File: src/sv/tmbc_pkg.sv
// shared types and constants for the tile map box collision core
// no dependencies

package tmbc_pkg;

   // default storage sizes
   localparam int DEF_MAX_COLUMNS = 128;
   localparam int DEF_MAX_ROWS    = 32;
   localparam int DEF_TILE_KINDS  = 256;

   // request field widths
   localparam int KIND_W = 2;
   localparam int ROW_W  = 5;
   localparam int COL_W  = 7;
   localparam int TILE_W = 8;
   localparam int POS_W  = 12;
   localparam int SIZE_W = 10;

   // register widths
   localparam int TSIZE_W = 7;
   localparam int WCOLS_W = 8;
   localparam int WROWS_W = 6;
   localparam int WIN_W   = 11;
   localparam int SCRX_W  = 13;
   localparam int SCRY_W  = 11;

   localparam int CSR_IDX_W  = 3;
   localparam int CSR_DATA_W = 13;

   // arithmetic widths
   localparam int SUM_W  = 15;
   localparam int MAG_W  = 14;
   localparam int PROD_W = 15;

   // request kinds
   localparam logic [KIND_W-1:0] KIND_MAP   = 2'd0;
   localparam logic [KIND_W-1:0] KIND_FLAG  = 2'd1;
   localparam logic [KIND_W-1:0] KIND_QUERY = 2'd2;

   // register indexes
   localparam logic [CSR_IDX_W-1:0] REG_TILE_WIDTH    = 3'd0;
   localparam logic [CSR_IDX_W-1:0] REG_TILE_HEIGHT   = 3'd1;
   localparam logic [CSR_IDX_W-1:0] REG_WORLD_COLUMNS = 3'd2;
   localparam logic [CSR_IDX_W-1:0] REG_WORLD_ROWS    = 3'd3;
   localparam logic [CSR_IDX_W-1:0] REG_WINDOW_WIDTH  = 3'd4;
   localparam logic [CSR_IDX_W-1:0] REG_WINDOW_HEIGHT = 3'd5;
   localparam logic [CSR_IDX_W-1:0] REG_SCROLL_X      = 3'd6;
   localparam logic [CSR_IDX_W-1:0] REG_SCROLL_Y      = 3'd7;

   typedef struct packed {
      logic               start;
      logic [MAG_W-1:0]   mag;
      logic [TSIZE_W-1:0] divisor;
   } div_req_type;

   typedef struct packed {
      logic             done;
      logic [MAG_W-1:0] quotient;
   } div_rsp_type;

endpackage

File: src/sv/tmbc_divider.sv
// shared restoring divider, one quotient bit per cycle
// depends on tmbc_pkg

module tmbc_divider
   import tmbc_pkg::*;
(
   input  logic        clock,
   input  logic        reset,
   input  div_req_type div_req,
   output div_rsp_type div_rsp
);

   localparam int CNT_W = $clog2(MAG_W + 1);

   logic               busy_ff, busy_in;
   logic               done_ff, done_in;
   logic [CNT_W-1:0]   cnt_ff, cnt_in;
   logic [TSIZE_W-1:0] rem_ff, rem_in;
   logic [MAG_W-1:0]   quo_ff, quo_in;
   logic [TSIZE_W-1:0] div_ff, div_in;

   logic [TSIZE_W:0] rem_sh;
   logic [TSIZE_W:0] rem_diff;
   logic             ge;

   assign rem_sh   = {rem_ff, quo_ff[MAG_W-1]};
   assign ge       = rem_sh >= {1'b0, div_ff};
   assign rem_diff = rem_sh - {1'b0, div_ff};

   always_comb begin
      busy_in = busy_ff;
      done_in = 1'b0;
      cnt_in  = cnt_ff;
      rem_in  = rem_ff;
      quo_in  = quo_ff;
      div_in  = div_ff;
      if (div_req.start) begin
         busy_in = 1'b1;
         cnt_in  = CNT_W'(MAG_W);
         rem_in  = '0;
         quo_in  = div_req.mag;
         div_in  = div_req.divisor;
      end else if (busy_ff) begin
         rem_in = ge ? rem_diff[TSIZE_W-1:0] : rem_sh[TSIZE_W-1:0];
         quo_in = {quo_ff[MAG_W-2:0], ge};
         cnt_in = cnt_ff - CNT_W'(1);
         if (cnt_ff == CNT_W'(1)) begin
            busy_in = 1'b0;
            done_in = 1'b1;
         end
      end
   end

   always_ff @(posedge clock) begin
      if (reset) begin
         busy_ff <= 1'b0;
         done_ff <= 1'b0;
         cnt_ff  <= '0;
      end else begin
         busy_ff <= busy_in;
         done_ff <= done_in;
         cnt_ff  <= cnt_in;
      end
   end

   always_ff @(posedge clock) begin
      rem_ff <= rem_in;
      quo_ff <= quo_in;
      div_ff <= div_in;
   end

   assign div_rsp.done     = done_ff;
   assign div_rsp.quotient = quo_ff;

endmodule

File: config.mk
export PLATFORM = sky130hd
export DESIGN_NAME = tmbc_divider
export DESIGN_NICKNAME = d
export VERILOG_FILES = /design/src/sv/tmbc_pkg.sv /design/src/sv/tmbc_divider.sv
export SDC_FILE = /design/constraint.sdc
export NUM_CORES = 1
export LEC_CHECK = 0
export ABC_AREA = 1
export BUFFER_PORTS_ARGS = -buffer_cell sky130_fd_sc_hd__buf_2
export CAP_MARGIN = 20
export CORE_ASPECT_RATIO = 1.4
export CORE_UTILIZATION = 50
export DETAILED_ROUTE_END_ITERATION = 8
export PLACE_DENSITY = 0.77
export SLEW_MARGIN = 20
export SYNTH_ARGS = -nofsm -noshare
export SYNTH_HDL_FRONTEND = slang
export SYNTH_SLANG_ARGS = --single-unit
File: constraint.sdc
create_clock -name clock -period 5.5 [get_ports clock]
set_clock_uncertainty 0.1 [all_clocks]
set_input_delay 1.1 -clock clock [delete_from_list [all_inputs] [get_ports clock]]
set_output_delay 1.1 -clock clock [all_outputs]
set_load 0.01 [all_outputs]
==> results.yml <==
status:
  status: "complete, no violations"
clocking:
  cts_sinks: 34
  tritoncts: "built"
  holdBufCountCts: 0
  root_buffer: "clkbuf_8"
  cts_resized: 0
  numCtsBuffers: 5
  cts_buffer_depth: 2
  cts_setup_buffers: 0
  path_clk_slew_ns: 0.07
  worstSkewPairLatency_ns: 0.28
  htree_levels: 2
route:
  drt-vias-per-instance: 4.95
  antenna_left: 0
  finalWirelength_um: 3570
  vias: 1489
  dr.pass1.iters: 4
  drc: 0
  wl_per_cell_um: 11.8
  drtIter0Drc: 42
finish:
  layout-area-overhead-vs-synth_pct: 16.4
  antennaDiodeCount: 0
  layout_commonest_cell: "nand2_1"
  layout.area.seq_um2: 891
  multi_input_area_um2: 805
  nNetsFinal: 294
  fill_cells: 301
  mostFrequentLayoutCells: "nand2_1, buf_2, inv_1, edfxtp_1, nand3_1"
  drive_above_1_share_pct: 21.5
  final_area_um2: 2140
min_path:
  hold_class: "flip-flop to flip-flop"
placed_design:
  routabilityCongestion: 0.883
  placed_area_um2: 2060
  hpwl_um: 2680
  numPortBuffers: 38
global_route:
  gr-usage-all-layers_pct: 21.4
  grt_overflow: 0
  grt_max_degree: 25
  grt_pass1_vias: 1426
  antenna_found_initial: 0
  grt_pass1_wl_um: 6090
power_and_ir_drop:
  p_switching_uw: 171
  seqPwrFrac_pct: 51.2
  vdd_drop_max_uv: 250
  clkPwrFrac_pct: 29.7
  powerDensity_nw_per_um2: 281
  leakage_nw: 1.11
  p_sw_share_pct: 28.4
  power.internal_uw: 430
  comb_power_share_pct: 19.2
critical_path:
  crit_chain: "buf_2 > clkinv_1 > nand2_1 > nand2_1"
  crit_top_cell: "nand2_1"
  cp.required_ns: 5.43
  start_kind: "input port"
  critPathCaptureType: "flip-flop"
  worstSetupPathType: "input port to flip-flop"
  crit_path_top_delay_cell: "clkinv_1"
  worstPathArrival_ns: 2.38
  cp_max_fo: 24
  slowest_delay_ns: 0.57
synth:
  syn_area_um2: 1840
  synth-seq-area-share_pct: 48.5
  ys_types: 30
  synth_seq_cells: 34
  synth_edf_count: 21
  synth_warnings: 0
  synth-main-ff-cell: "edfxtp_1"
  synthTopCellsByArea: "edfxtp_1, nand2_1, dfxtp_1"
  postSynthCellCount: 219
  yosysTopAreaCellShare_pct: 34.4
  synth_nets: 253
  async_reset_ff_share_pct: 0
  synth_area_leader_cell: "edfxtp_1"
  synth.avg_cell_area_um2: 8.38
sta:
  finalSetupViolations: 0
  max_freq_mhz: 409
  finalSetupTns_ns: 0
  period_minus_slack_ns: 2.44
  rsz0062_at_grt: "no"
  relSlewSlack_pct: 60.8
  worst_pin_slew_ns: 0.587
  slew_viol_final: 0
  fin_crit_sh_pct: 44.4
  hold_violations: 0
run:
  drv_cap: 0
floorplan:
  io_pins: 39
  coreArea_um2: 3440
  die_x_um: 53.2
  die_y_um: 73.7
  die-area_um2: 3920
  fp-row-count: 25
  initial_core_util_pct: 53.3
==> cells in the mapped netlist (all sizes together), types with 2 or more instances <==
| library cell | count |
|---|---|
| clkbuf | 2 |
| nand2 | 86 |
| nor2 | 13 |
| inv | 31 |
| nand3 | 19 |
| o21ai | 2 |
| ha | 9 |
| buf | 2 |
| nand4 | 2 |
| a31oi | 2 |
| a21oi | 3 |
| xor2 | 3 |
| dfxtp | 13 |
| nand3b | 5 |
| edfxtp | 21 |
==> metal layers <==
metal / up-vias / wire length [µm] / GRT usage, % / part of all wire, %
li1: 780 / - / - / -
met1: 659 / 1590 / 25.5 / 45
met2: 42 / 1750 / 34.7 / 49
met3: 8 / 152 / 5.18 / 4.3
met4: 0 / 78 / 11.1 / 2.2
met5: - / 0 / 0 / 0
==> sequential cells by signal, indices dropped and copies added, names as in the netlist <==
name / flops
busy_ff: 1
cnt_ff: 4
div_ff: 7
done_ff: 1
quo_ff: 14
rem_ff: 7
==> path summary, 6_finish.rpt <==
check	start	endpoint	slack, ns	depth (start not counted)
worst max-delay path	div_req[21]	quo_ff[10]$_DFFE_PP_	3.06	4
worst min-delay path	cnt_ff[3]$_SDFFE_PP0P_	cnt_ff[3]$_SDFFE_PP0P_	0.37	2
worst max register to register	quo_ff[13]$_DFFE_PP_	quo_ff[0]$_DFFE_PP_	3.50	10
worst min register to register	cnt_ff[3]$_SDFFE_PP0P_	cnt_ff[3]$_SDFFE_PP0P_	0.37	2
==> metrics by stage <==
stage | hold WS, ns | instances | power [mW] | util, % | setup WS [ns]
after global routing | 0.407 | 301 | 0.629 | 62.1 | 2.91
after detailed placement | 0.362 | 293 | 0.427 | 59.7 | 2.76
after global placement | 0.361 | 293 | 0.425 | 59.7 | 2.77
final | 0.370 | 301 | 0.601 | 62.1 | 3.06
after CTS | 0.374 | 301 | 0.603 | 62.1 | 3.07
after floorplan | 0.342 | 219 | 0.390 | - | 3.29
==> cell type report <==
type	instances	area share [%]
Clock buffer	8	3.75
Multi-Input combinational cell	149	37.7
Inverter	32	5.62
Timing Repair Buffer	38	8.90
Sequential cell	34	41.7
Tap cell	40	2.34
==> cells by family after synthesis <==
| group | count (synthesis) | synth area share [%] |
|---|---|---|
| AND/OR/NAND/NOR | 127 | 31.4 |
| flip-flops | 34 | 48.5 |
| adder cells (fa/ha/maj) | 10 | 7.23 |
| buffers and inverters | 36 | 7.63 |
| AO/OA/AOI/OAI | 9 | 3.75 |
| XOR/XNOR | 3 | 1.43 |
==> power groups by stage <==
stage                     logic, mW  clock network [mW]  registers, mW
after floorplan              0.0753                   0          0.315
after global placement        0.113                   0          0.312
after detailed placement      0.115                   0          0.312
after CTS                     0.116               0.180          0.307
after global routing          0.130               0.189          0.310
final                         0.115               0.178          0.307
==> critical path, delay by kind of cell <==
family / cells / cell delay [ns]
buf+inv: 2 / 0.99
simple gates: 2 / 0.28
Note: power is estimated with default switching activity, not from simulation.
